$ cat src/hdl/fcce_pkg.sv
// Shared types and constants for the cluster chain engine.
// No dependencies; imported by every module of the block.
package fcce_pkg;

	localparam logic [2:0] KIND_READ  = 3'd0;
	localparam logic [2:0] KIND_WRITE = 3'd1;
	localparam logic [2:0] KIND_NTH   = 3'd2;
	localparam logic [2:0] KIND_FIND  = 3'd3;
	localparam logic [2:0] KIND_FREE  = 3'd4;

	localparam logic [2:0] STAT_OK     = 3'd0;
	localparam logic [2:0] STAT_ENDED  = 3'd1;
	localparam logic [2:0] STAT_BADFS  = 3'd2;
	localparam logic [2:0] STAT_FULL   = 3'd3;
	localparam logic [2:0] STAT_BADDEV = 3'd4;

	localparam logic [31:0] ENT_EOC   = 32'h0FFF_FFF8;
	localparam logic [27:0] LINK_BAD  = 28'hFFF_FFF7;
	localparam logic [27:0] LINK_FREE = 28'h000_0000;
	localparam logic [31:0] ENT_EMPTY = 32'h0000_0000;
	localparam logic [27:0] HINT_INIT = 28'd2;

	typedef struct packed {
		logic [2:0]  kind;
		logic [27:0] cluster;
		logic [15:0] step_count;
		logic [31:0] write_value;
	} cmd_t;

	typedef struct packed {
		logic [2:0]  status;
		logic [31:0] entry_value;
		logic [27:0] found_cluster;
	} result_t;

	// single port table access: either a read or a write in one cycle
	typedef struct packed {
		logic        rd_en;
		logic        wr_en;
		logic [27:0] addr;
		logic [31:0] wdata;
	} tbl_req_t;

	typedef enum logic [1:0] {
		S_CLEAR,
		S_IDLE,
		S_READ,
		S_EVAL
	} fsm_t;

endpackage

$ cat src/hdl/fcce_ctrl.sv
// Operation sequencer: clearing pass, read/modify/write of table entries,
// chain walks, free scan and free hint. Depends on fcce_pkg.
module fcce_ctrl import fcce_pkg::*; #(
	parameter int DEPTH  = 4096,
	parameter int ADDR_W = 12
) (
	input  logic        clk,
	input  logic        arst_n,
	input  logic        start,
	input  cmd_t        cmd,
	input  logic [11:0] cluster_count,
	output logic        busy,
	output tbl_req_t    tbl_req,
	input  logic [31:0] tbl_rdata,
	output result_t     result,
	output logic        done
);

	localparam logic [27:0] DEPTH_C = 28'(DEPTH);
	localparam logic [ADDR_W-1:0] CLR_LAST = ADDR_W'(DEPTH - 1);

	fsm_t              state_q, state_nxt;
	logic [ADDR_W-1:0] clr_q;
	logic [2:0]        kind_q;
	logic [27:0]       cur_q;
	logic [15:0]       cnt_q;
	logic [31:0]       wv_q;
	logic [31:0]       ent_q;
	logic [27:0]       hint_q;

	logic        fin;
	result_t     fin_res;
	logic        adv;        // advance to the next link or candidate
	logic [27:0] adv_cur;
	logic        hint_we;
	logic [12:0] total;
	logic [27:0] link;
	logic        e_end, e_bad, e_free, in_range;

	assign total    = {1'b0, cluster_count} + 13'd2;
	assign link     = tbl_rdata[27:0];
	assign e_end    = tbl_rdata >= ENT_EOC;
	assign e_bad    = link == LINK_BAD;
	assign e_free   = link == LINK_FREE;
	assign in_range = cur_q < DEPTH_C;
	assign busy     = state_q != S_IDLE;

	// next state
	always_comb begin
		state_nxt = state_q;
		unique case (state_q)
			S_CLEAR: if (clr_q == CLR_LAST) state_nxt = S_IDLE;
			S_IDLE:  if (start) state_nxt = S_READ;
			S_READ:  state_nxt = fin ? S_IDLE : S_EVAL;
			S_EVAL:  state_nxt = fin ? S_IDLE : S_READ;
			default: state_nxt = S_IDLE;
		endcase
	end

	// per-state decisions and table access
	always_comb begin
		fin     = 1'b0;
		fin_res = '{status: STAT_OK, entry_value: ENT_EMPTY, found_cluster: cur_q};
		adv     = 1'b0;
		adv_cur = cur_q;
		hint_we = 1'b0;
		tbl_req = '{rd_en: 1'b0, wr_en: 1'b0, addr: cur_q, wdata: ENT_EMPTY};
		unique case (state_q)
			S_CLEAR: begin
				tbl_req.wr_en = 1'b1;
				tbl_req.addr  = 28'(clr_q);
			end
			S_IDLE: ;
			S_READ: begin
				if (kind_q > KIND_FREE) begin
					fin     = 1'b1;
					fin_res = '{status: STAT_BADDEV, entry_value: ENT_EMPTY,
						found_cluster: LINK_FREE};
				end else if (kind_q == KIND_NTH && cnt_q == 16'd0) begin
					fin                 = 1'b1;
					fin_res.entry_value = ent_q;
				end else if (kind_q == KIND_FIND && cur_q >= 28'(total)) begin
					fin     = 1'b1;
					fin_res = '{status: STAT_FULL, entry_value: ENT_EMPTY,
						found_cluster: LINK_FREE};
				end else if (!in_range) begin
					fin            = 1'b1;
					fin_res.status = STAT_BADDEV;
				end else if (kind_q == KIND_WRITE) begin
					fin                 = 1'b1;
					fin_res.entry_value = wv_q;
					tbl_req.wr_en       = 1'b1;
					tbl_req.wdata       = wv_q;
				end else begin
					tbl_req.rd_en = 1'b1;
				end
			end
			S_EVAL: begin
				fin_res.entry_value = tbl_rdata;
				case (kind_q)
					KIND_NTH: begin
						if (e_end) begin
							fin            = 1'b1;
							fin_res.status = STAT_ENDED;
						end else if (e_bad || e_free) begin
							fin                   = 1'b1;
							fin_res.status        = STAT_BADFS;
							fin_res.found_cluster = link;
						end else begin
							adv     = 1'b1;
							adv_cur = link;
						end
					end
					KIND_FIND: begin
						if (e_free) begin
							fin     = 1'b1;
							hint_we = 1'b1;
						end else begin
							adv     = 1'b1;
							adv_cur = cur_q + 28'd1;
						end
					end
					KIND_FREE: begin
						if (e_free || e_bad) begin
							fin            = 1'b1;
							fin_res.status = STAT_BADFS;
						end else begin
							tbl_req.wr_en = 1'b1;
							if (e_end) begin
								fin = 1'b1;
							end else begin
								adv     = 1'b1;
								adv_cur = link;
							end
						end
					end
					default: fin = 1'b1;    // plain read
				endcase
			end
			default: ;
		endcase
	end

	always_ff @(posedge clk or negedge arst_n) begin
		if (!arst_n) begin
			state_q <= S_CLEAR;
			clr_q   <= '0;
			hint_q  <= HINT_INIT;
			done    <= 1'b0;
		end else begin
			state_q <= state_nxt;
			done    <= fin;
			if (state_q == S_CLEAR) clr_q <= clr_q + 1'b1;
			if (hint_we) hint_q <= cur_q;
		end
	end

	always_ff @(posedge clk) begin
		if (state_q == S_IDLE && start) begin
			kind_q <= cmd.kind;
			cur_q  <= (cmd.kind == KIND_FIND) ? hint_q : cmd.cluster;
			cnt_q  <= cmd.step_count;
			wv_q   <= cmd.write_value;
			ent_q  <= {4'd0, cmd.cluster};
		end else if (adv) begin
			cur_q <= adv_cur;
			ent_q <= tbl_rdata;
			cnt_q <= cnt_q - 16'd1;
		end
		if (fin) result <= fin_res;
	end

endmodule

$ cat config.mk
export PLATFORM = sky130hd
export DESIGN_NAME = fcce_ctrl
export DESIGN_NICKNAME = d
export VERILOG_FILES = /design/src/hdl/fcce_pkg.sv /design/src/hdl/fcce_ctrl.sv
export SDC_FILE = /design/constraint.sdc
export NUM_CORES = 1
export LEC_CHECK = 0
export ABC_AREA = 1
export BUFFER_PORTS_ARGS = -buffer_cell sky130_fd_sc_hd__buf_4
export CORE_MARGIN = 3
export CORE_UTILIZATION = 35
export CTS_BUF_LIST = sky130_fd_sc_hd__clkbuf_8
export DETAILED_ROUTE_END_ITERATION = 7
export SYNTH_ARGS = -nofsm -noshare
export SYNTH_HDL_FRONTEND = slang
export SYNTH_SLANG_ARGS = --single-unit
$ cat constraint.sdc
create_clock -name clk -period 4.3 [get_ports clk]
set_input_delay 0.215 -clock clk [delete_from_list [all_inputs] [get_ports clk]]
set_output_delay 0.215 -clock clk [all_outputs]
set_load 0.02 [all_outputs]
==> reports/metrics.yaml, run 1 <==
critical_path:
  worstRegToRegCells: 10
  worstSetupPathDepth: 9
  path_max_fanout: 33
  path_delay_family: "simple AND/OR/NAND/NOR gates"
  crit_type: "reg2out"
  cp-end-kind: "output port"
  critPathArrivalTime_ps: 3290
  cp-start-kind: "register"
  worst_ep_required_time_ps: 4090
  crit_buf_inv: 3
  crit_top_cell: "nor2_1"
  cp_slowest_stage_delay_ps: 550
  cp_slowest_cell: "edfxtp_1"
  path_cells: "inv_1 > nand4_1 > nor2_1 > nand3b_1 > nor2_1 > nand2_2 > buf_4 > nor2_1 > buf_4"
clocking:
  cts_root_buffer: "clkbuf_8"
  clockBufferDepth: 3
  cts_resized: 0
  clkTransAtPathRegs_ps: 60
  postCtsSetupBuffers: 0
  cts_buffers: 41
  ctsHoldBuffers: 81
  cts.sinks: 217
  tritoncts: "done"
  ctsHtreeMaxLevel: 2
  clk_latency_ps: 560
logic_synthesis:
  synthXorXnorAreaFrac_pct: 2.512
  ys_seq_elements: 217
  syn_area_per_cell_sq_um: 8.473
  ys_seq_area_share_pct: 52.83
  synth.top_cell.area_share_pct: 43.07
  async_flop_share_pct: 19.82
  yosysWarnings: 0
  synth_most_common_cell: "nand2_1"
  synth.area.top_cells: "edfxtp_1 (43%), nand2_1 (11%), dfrtp_1 (8.9%), nor2_1 (5.6%), o21ai_0 (5.2%)"
  syn_area_sq_um: 11850
  synth_common_cells: "nand2_1 (340), nor2_1 (176), edfxtp_1 (170)"
  synthFlopType: "edfxtp_1"
  synth-edff-count: 170
  synth_top_area_cell: "edfxtp_1"
  yosys.area_share.simple_pct: 24.25
  post_synth_num_cell_types: 43
  synth_top_family_by_area: "simple AND/OR/NAND/NOR gates"
  synth_fa_ha_area_share_pct: 1.794
  yosys-mux-area-fraction_pct: 0
  syn_nets: 1542
  synth_compound_area_share_pct: 10.94
  synth_cells: 1399
power:
  vdd_drop_max_uv: 155.4
  power_density_nw_per_um2: 285.3
  cellLeakagePower_nw: 6.857
route:
  ant_nets: 0
  firstDrtPassIters: 6
  post_drt_via_cell_ratio: 5.105
  drt_iter0_drc: 899
  drt-wirelength-per-cell_microns: 19.16
  drt-total-wl_microns: 42190
  dr_total_vias: 11240
  remaining_drc_errors: 0
timing:
  fin_skew_ps: 29.85
  slew_viol_final: 0
  layout_min_cycle_time_ps: 3501
  hold_violations: 0
  setup_viol: 0
  fin_tns_setup_ps: 0
  rsz0062_at_grt: "false"
  fmax_mhz: 285.7
  fin_crit_sh_pct: 81.41
  relSlewSlack_pct: 30.50
  tightest_slew_ps: 1041
die:
  die_w_microns: 190.0
  fp.dieArea_sq_um: 36110
  ioPinCount: 253
  design.core.area_sq_um: 32950
  rows: 66
  die-height_microns: 190.0
  start_util_pct: 35.98
placed_design:
  portBuffers: 252
  gp_congestion: 0.9079
  dp_cells: 2045
  dp_hpwl_microns: 30250
flow_run:
  cap_violations: 0
finish:
  fin_cells: 2202
  multi_input_area_sq_um: 4698
  syn2layout_area_growth_pct: 32.95
  layout.nets: 1870
  drive_gt1_share_pct: 20.92
  fillers: 3211
  final-seq-area_sq_um: 6262
global_route:
  grtUsageTotal_pct: 22.73
  grt_pass1_wl_microns: 63870
  antenna_found_initial: 1
  grt_pass1_vias: 11240
  grt_max_degree: 80
  grt_overflow_total: 0
hold_path:
  hp-class: "in2reg"
  holdPathStages: 3
outcome:
  status: "complete, no violations"
## final timing paths
check                                            start  slack, ps                endpoint
worst max-delay path               cur_q[20]$_DFFE_PP_        800              tbl_req[1]
worst min-delay path                     tbl_rdata[24]         20     ent_q[24]$_DFFE_PN_
worst max register to register     kind_q[2]$_DFFE_PP_       1410     ent_q[16]$_DFFE_PN_
worst min register to register  hint_q[20]$_DFFE_PN0P_        480  hint_q[20]$_DFFE_PN0P_
max in group asynchronous                       arst_n       3560  hint_q[14]$_DFFE_PN0P_
min in group asynchronous                       arst_n        250  hint_q[21]$_DFFE_PN0P_
## metal layers
| layer | wire length (microns) | track usage (%) | part of all wire [%] | vias to the layer above |
|---|---|---|---|---|
| met4 | 1437 | 7.990 | 3.4 | 0 |
| met1 | 17040 | 28.38 | 40 | 5357 |
| met5 | 0 | 0 | 0 | - |
| met2 | 20630 | 39.39 | 49 | 452 |
| met3 | 3082 | 4.293 | 7.3 | 95 |
| li1 | - | - | - | 5337 |
## cells in the final DEF, fill, tap and decap left out, types with 2 or more instances in the layout
cell             n
clkbuf_8        47
o21ai_0        123
o22ai_1         14
ha_1            17
a31oi_1          3
nor2_1         174
dlygate4sd3_1   81
nand2_2          7
clkinv_1         6
dfrtp_1         42
nor3_1          15
nor2_4           3
xnor2_1         10
nor4_1           2
nand2_1        337
or2_2            4
o221ai_1        26
nor2_2          19
nand3_1         92
a21oi_1         29
clkinv_2         2
nand2_4          3
buf_4          265
xor2_1          24
o211ai_1        13
o21ai_1          4
buf_12           2
o21a_1           2
a32oi_1          2
o31ai_1          2
edfxtp_1       170
inv_1          173
inv_2           10
dfxtp_1          4
nand4_1         21
## registers in the layout (all words and copies together), names as in the netlist
name and count:
done 1, ent_q 32, wv_q 32, hint_q 28, cur_q 28, cnt_q 16
state_q 2, clr_q 12, result 63, kind_q 3
## layout make-up
class / instances / share of cell area [%]
inverter: 165 / 3.930
tap: 442 / 3.509
multi-input combinational: 954 / 29.81
clock buffer: 47 / 4.104
clock inverter: 28 / 0.8733
antenna: 1 / 0.01588
timing repair buffer: 348 / 18.02
sequential: 217 / 39.73
## cell families (layout without fill, tap and decap cells)
kind of cell               after synthesis  count (layout)
adders and majority gates               17              17
buffers and inverters                  228             588
DFF                                    217             217
xor gates and xnor gates                34              34
AOI/OAI and AO/OA                      222             222
and+or+nand+nor                        681             681
other                                    0               1
## per-stage QoR
stage          util [%]  power, mW  hold slack, ps  setup WS (ps)  instance area, sq um
2_1_floorplan         -      2.359          -80.59          462.6                 11850
3_3_place_gp      42.98      2.508           276.0           1011                 14160
3_5_place_dp      42.98      2.511           281.6          953.1                 14160
4_1_cts           47.82      4.548          0.1854          783.3                 15760
5_1_grt           47.82      4.657           23.24          526.0                 15760
6_report          47.83      4.497           21.35          799.4                 15760
## worst reg2reg max path: stages (launching register included)
cell      delay [ps]
edfxtp_1         430
inv_1            130
nand2_1          120
nor2_4           180
inv_1            100
nand2_1           80
nand3_1          130
o21ai_2          390
nand2_1          180
nand2_2          550
buf_12           280
## power by group
group / switching, mW / internal (mW)
combinational: 0.126 / 0.153
sequential: 0 / 2.25
clock: 0.913 / 1.05
No activity file was read; power rests on OpenSTA's default activity.
==> inputs of run 2 (changes only) <==
==> constraint.sdc (replaced) <==
create_clock -name clk -period 3.7 [get_ports clk]
set_input_delay 0.185 -clock clk [delete_from_list [all_inputs] [get_ports clk]]
set_output_delay 0.185 -clock clk [all_outputs]
set_load 0.02 [all_outputs]
==> reports/metrics.yaml, run 2 (synthesized netlist as in run 1, its figures left out) <==
outcome:
  status: "complete, no violations"
clocking:
  clkTransAtPathRegs_ps: 60
  cts_buffers: 41
  postCtsSetupBuffers: 0
  cts_resized: 0
  cts_root_buffer: "clkbuf_8"
  tritoncts: "done"
  cts.sinks: 217
  ctsHtreeMaxLevel: 2
  clockBufferDepth: 3
  clk_latency_ps: 540
finish:
  largest_register: "result"
  stdcell_area_sq_um: 15910
  syn2layout_area_growth_pct: 34.24
  layout.nets: 1883
  reg_top3: "result x63, ent_q x32, wv_q x32"
  drive_gt1_share_pct: 21.42
  antenna_cells: 0
  largest_reg_flops: 63
  layout_common_cells: "nand2_1 (337), buf_4 (266), nor2_1 (174), edfxtp_1 (170), inv_1 (166)"
  layout_commonest_cell: "nand2_1"
timing:
  fin_crit_sh_pct: 84.73
  rsz0062_at_grt: "false"
  tightest_slew_ps: 1150
  fmax_mhz: 319.0
  fin_tns_setup_ps: 0
  finalWorstSetupSlack_ps: 564.9
  relSlewSlack_pct: 23.22
  fin_skew_ps: 29.94
  setup_viol: 0
  hold_slack_ps: 33.98
  slew_viol_final: 0
  hold_violations: 0
  layout_min_cycle_time_ps: 3135
critical_path:
  path_max_fanout: 42
  ff2ff_setup_slack_ps: 980
  crit_type: "reg2out"
  cp_slowest_cell: "edfxtp_1"
  rr_startpoint: "kind_q[2]$_DFFE_PP_"
  cp-start-kind: "register"
  path_delay_family: "simple AND/OR/NAND/NOR gates"
  path_cells: "inv_1 > nand4_1 > nor2_1 > nand3b_1 > nor2_1 > nand2_2 > buf_4 > nor2_1 > buf_4"
  crit_start: "cur_q[19]$_DFFE_PP_"
  cp-end-kind: "output port"
  crit_buf_inv: 3
  crit_top_cell: "nor2_1"
  critPathArrivalTime_ps: 2950
  cp_slowest_stage_delay_ps: 530
  worst_ep_required_time_ps: 3510
placed_design:
  dp_hpwl_microns: 30370
  gp_congestion: 0.9073
  placed_cell_area_sq_um: 14210
  portBuffers: 252
  pre_cts_ws_ps: 559.9
route:
  dr_total_vias: 11290
  firstDrtPassIters: 5
  remaining_drc_errors: 0
  post_drt_via_cell_ratio: 5.107
  drt_iter0_drc: 976
  drt-total-wl_microns: 42580
  drt-wirelength-per-cell_microns: 19.26
  ant_nets: 0
global_route:
  antenna_found_initial: 4
  grt_pass1_vias: 11060
  grtUsageTotal_pct: 23.08
  grt_max_degree: 128
  grt_pass1_wl_microns: 64830
  grt_overflow_total: 0
die:
  design.core.area_sq_um: 32950
  die_w_microns: 190.0
  start_util_pct: 35.98
  rows: 66
  fp.dieArea_sq_um: 36110
  ioPinCount: 253
  die-height_microns: 190.0
power:
  power_density_nw_per_um2: 329.9
  vdd_drop_max_uv: 237.4
  p_total_mw: 5.249
  cellLeakagePower_nw: 6.909
hold_path:
  hp-class: "in2reg"
  min_from: "tbl_rdata[17]"
flow_run:
  cap_violations: 0
## run 2: cell count changes in the layout (fill, tap and decap cells not counted)
cell,delta
dlygate4sd3_1,+10
clkinv_2,+7
inv_1,-7
clkinv_1,-4
buf_12,+2
buf_4,+1
clkbuf_8,+1
diode_2,-1
## run 2: power breakdown
part	switching, mW	internal, mW	leakage [nW]	total, mW
sequential	0	2.62	2.07	2.62
clock	1.05	1.25	0.456	2.30
combinational	0.147	0.185	4.38	0.332
## run 2: worst paths after layout
check,depth (start not counted),endpoint
worst min-delay path,3,cur_q[17]$_DFFE_PP_
max in group asynchronous,2,state_q[0]$_DFFE_PN0P_
min in group asynchronous,2,hint_q[18]$_DFFE_PN0P_
worst max-delay path,9,tbl_req[5]
worst min register to register,2,hint_q[20]$_DFFE_PN0P_
worst max register to register,10,ent_q[20]$_DFFE_PN_
## run 2: through the flow
stage	cells	util, %
floorplan	1399	-
global placement	2048	43.13
detailed placement	2048	43.13
CTS	2211	48.30
global route	2211	48.30
finish	2211	48.30
## run 2: routing by layer
metal / vias to the layer above / track usage, % / share of wire, %
met2: 459 / 38.56 / 48
met1: 5367 / 29.94 / 41
met3: 90 / 4.957 / 7.7
met5: - / 0 / 0.11
met4: 8 / 7.478 / 3.1
li1: 5367 / - / -
## run 2: worst min-delay path, stage by stage
cell and delay [ps]:
buf_4 100, o211ai_1 90, o21ai_0 70
## run 2: what timing repair did
item                                    CTS  global route
hold buffers                             91             0
endpoints found under the setup margin    0             0
endpoints found under the hold margin   127             0
## run 2: final cells by class
cell class	instances	area [sq um]
Sequential cell	217	6262
Clock buffer	48	660.6
Inverter	165	619.3
Timing Repair Buffer	361	2988
Multi-Input combinational cell	954	4698
Tap cell	442	553.0
Fill cell	3129	17040
Clock inverter	24	131.4
==> inputs of run 3 (changes only) <==
--- a/config.mk
+++ b/config.mk
@@ -5,7 +5,7 @@
 export SDC_FILE = /design/constraint.sdc
 export NUM_CORES = 1
 export LEC_CHECK = 0
-export ABC_AREA = 1
+export ABC_AREA = 0
 export BUFFER_PORTS_ARGS = -buffer_cell sky130_fd_sc_hd__buf_4
 export CORE_MARGIN = 3
 export CORE_UTILIZATION = 35
==> constraint.sdc (replaced) <==
create_clock -name clk -period 3 [get_ports clk]
set_input_delay 0.15 -clock clk [delete_from_list [all_inputs] [get_ports clk]]
set_output_delay 0.15 -clock clk [all_outputs]
set_load 0.02 [all_outputs]
==> reports/metrics.yaml, run 3 <==
placed_design:
  dp_hpwl_microns: 26340
  placed_cell_area_sq_um: 13810
  pre_cts_ws_ps: 7.075
  portBuffers: 252
  gp_congestion: 0.8498
  dp_cells: 1656
finish:
  final_util_pct: 52.39
  layout_common_cells: "buf_4 (290), nand2_1 (189), edfxtp_1 (170), dlygate4sd3_1 (137), and2_1 (62)"
  syn2layout_area_growth_pct: 45.78
  fin_cells: 1886
  stdcell_area_sq_um: 16240
  fillers: 2694
  reg_top3: "result x63, ent_q x32, wv_q x32"
  drive_gt1_share_pct: 29.64
  largest_register: "result"
  layout_commonest_cell: "buf_4"
  largest_reg_flops: 63
  layout.nets: 1599
route:
  drt_iter0_drc: 661
  dr_total_vias: 9875
  drt-total-wl_microns: 38180
  ant_nets: 0
  remaining_drc_errors: 0
  drt-wirelength-per-cell_microns: 20.25
  firstDrtPassIters: 8
  post_drt_via_cell_ratio: 5.236
timing:
  fin_tns_setup_ps: 0
  slew_viol_final: 0
  hold_slack_ps: 32.67
  rsz0062_at_grt: "true"
  setup_viol: 0
  relSlewSlack_pct: 18.18
  fin_skew_ps: 22.30
  fmax_mhz: 341.5
  hold_violations: 0
  finalWorstSetupSlack_ps: 72.08
  tightest_slew_ps: 1227
  layout_min_cycle_time_ps: 2928
  fin_crit_sh_pct: 97.60
critical_path:
  crit_type: "reg2out"
  worst_ep_required_time_ps: 2850
  cp-start-kind: "register"
  path_max_fanout: 3
  path_cells: "inv_1 > ha_2 > nor3b_4 > nand3_2 > or4_4 > nand2_4 > nor4_4 > or3_4 > buf_6"
  cp-end-kind: "output port"
  critPathArrivalTime_ps: 2780
  worstRegToRegCells: 10
  cp_slowest_stage_delay_ps: 580
  cp_slowest_cell: "or4_4"
  ff2ff_setup_slack_ps: 160
global_route:
  antenna_found_initial: 1
  grt_pass1_vias: 9778
  grt_overflow_total: 0
  grtUsageTotal_pct: 21.81
  grt_max_degree: 66
  grt_pass1_wl_microns: 56930
hold_path:
  hp-class: "in2reg"
  holdPathStages: 3
clocking:
  cts_buffers: 41
  cts.sinks: 217
  tritoncts: "done"
  ctsHtreeMaxLevel: 2
  clockBufferDepth: 3
  clkTransAtPathRegs_ps: 60
  cts_root_buffer: "clkbuf_8"
  clk_latency_ps: 540
logic_synthesis:
  syn_area_per_cell_sq_um: 10.94
  synth_common_cells: "nand2_1 (189), edfxtp_1 (170), and2_1 (64)"
  synth-edff-count: 170
  synth_top_area_cell: "edfxtp_1"
  synth.top_cell.area_share_pct: 45.83
  synth.area.top_cells: "edfxtp_1 (46%), dfrtp_1 (9.4%), nand2_1 (6.4%), a221o_1 (3.9%), mux2_2 (3.7%)"
  syn_nets: 1161
  ys_seq_area_share_pct: 56.22
  post_synth_num_cell_types: 57
  synthFlopType: "edfxtp_1"
  ys_seq_elements: 217
  synth_cells: 1018
  syn_area_sq_um: 11140
  synth_most_common_cell: "nand2_1"
  yosysWarnings: 0
  async_flop_share_pct: 19.82
die:
  fp.dieArea_sq_um: 34000
  start_util_pct: 35.94
  die_w_microns: 184.4
  die-height_microns: 184.4
  design.core.area_sq_um: 30990
  ioPinCount: 253
  rows: 64
flow_run:
  cap_violations: 0
power:
  p_total_mw: 12.74
  vdd_drop_max_uv: 699.7
  cellLeakagePower_nw: 6.758
  power_density_nw_per_um2: 784.5
outcome:
  status: "complete, no violations"
[run 3: layer usage]
metal	vias to the layer above	track usage, %	share of wire, %
li1	4600	-	-
met1	4721	30.07	44
met2	467	33.19	44
met3	87	5.486	8.5
met4	0	8.376	3.5
met5	-	0	0
[run 3: report_power, final]
group	switching (mW)	total, mW	internal, mW
sequential	0.545	4.97	4.43
combinational	2.85	4.94	2.09
clock	1.29	2.82	1.53
total	4.69	12.7	8.05
[run 3: final timing paths]
| check | from | to |
|---|---|---|
| setup / recovery | cnt_q[0]$_DFFE_PN_ | tbl_req[60] |
| hold / removal | cmd[35] | cnt_q[3]$_DFFE_PN_ |
| setup reg to reg | cnt_q[0]$_DFFE_PN_ | result[54]$_DFFE_PN_ |
| hold reg to reg | ent_q[31]$_SDFFE_PP0P_ | ent_q[31]$_SDFFE_PP0P_ |
| max in group asynchronous | arst_n | hint_q[12]$_DFFE_PN0P_ |
| min in group asynchronous | arst_n | hint_q[14]$_DFFE_PN0P_ |
[run 3: critical path, delay by kind of cell (launching register included)]
| family | cells | cell delay (ps) |
|---|---|---|
| fa+ha+maj | 1 | 180 |
| simple gates | 6 | 1460 |
| buf+inv | 2 | 220 |
| flops | 1 | 390 |
[run 3: final cells by class]
class,count,area (sq um),share of cell area (%)
Tap cell,396,495.5,3.052
Antenna cell,2,5.005,0.03082
Inverter,27,102.6,0.6319
Timing Repair Buffer,450,3890,23.96
Clock inverter,31,182.7,1.125
Multi-Input combinational cell,719,4693,28.91
Sequential cell,217,6262,38.57
Clock buffer,44,605.6,3.730
[run 3: cells by family (layout without fill, tap and decap cells)]
kind of cell / count (synthesis) / in the layout / synth area share [%]
adder cells (fa/ha/maj): 17 / 17 / 1.910
other: 0 / 2 / 0
XOR/XNOR: 58 / 58 / 4.561
AND/OR/NAND/NOR: 426 / 426 / 18.79
AO/OA/AOI/OAI: 175 / 175 / 11.18
flip-flops: 217 / 217 / 56.22
multiplexers: 43 / 43 / 4.280
buffers and inverters: 82 / 552 / 3.055
[run 3: what timing repair did]
item	in CTS	in global routing
buffers inserted	9	6
hold buffers	137	0
cloned	1	0
gates resized for setup	6	21
endpoints found under the hold margin	165	0
setup endpoints to repair	34	34
pin swaps	7	1
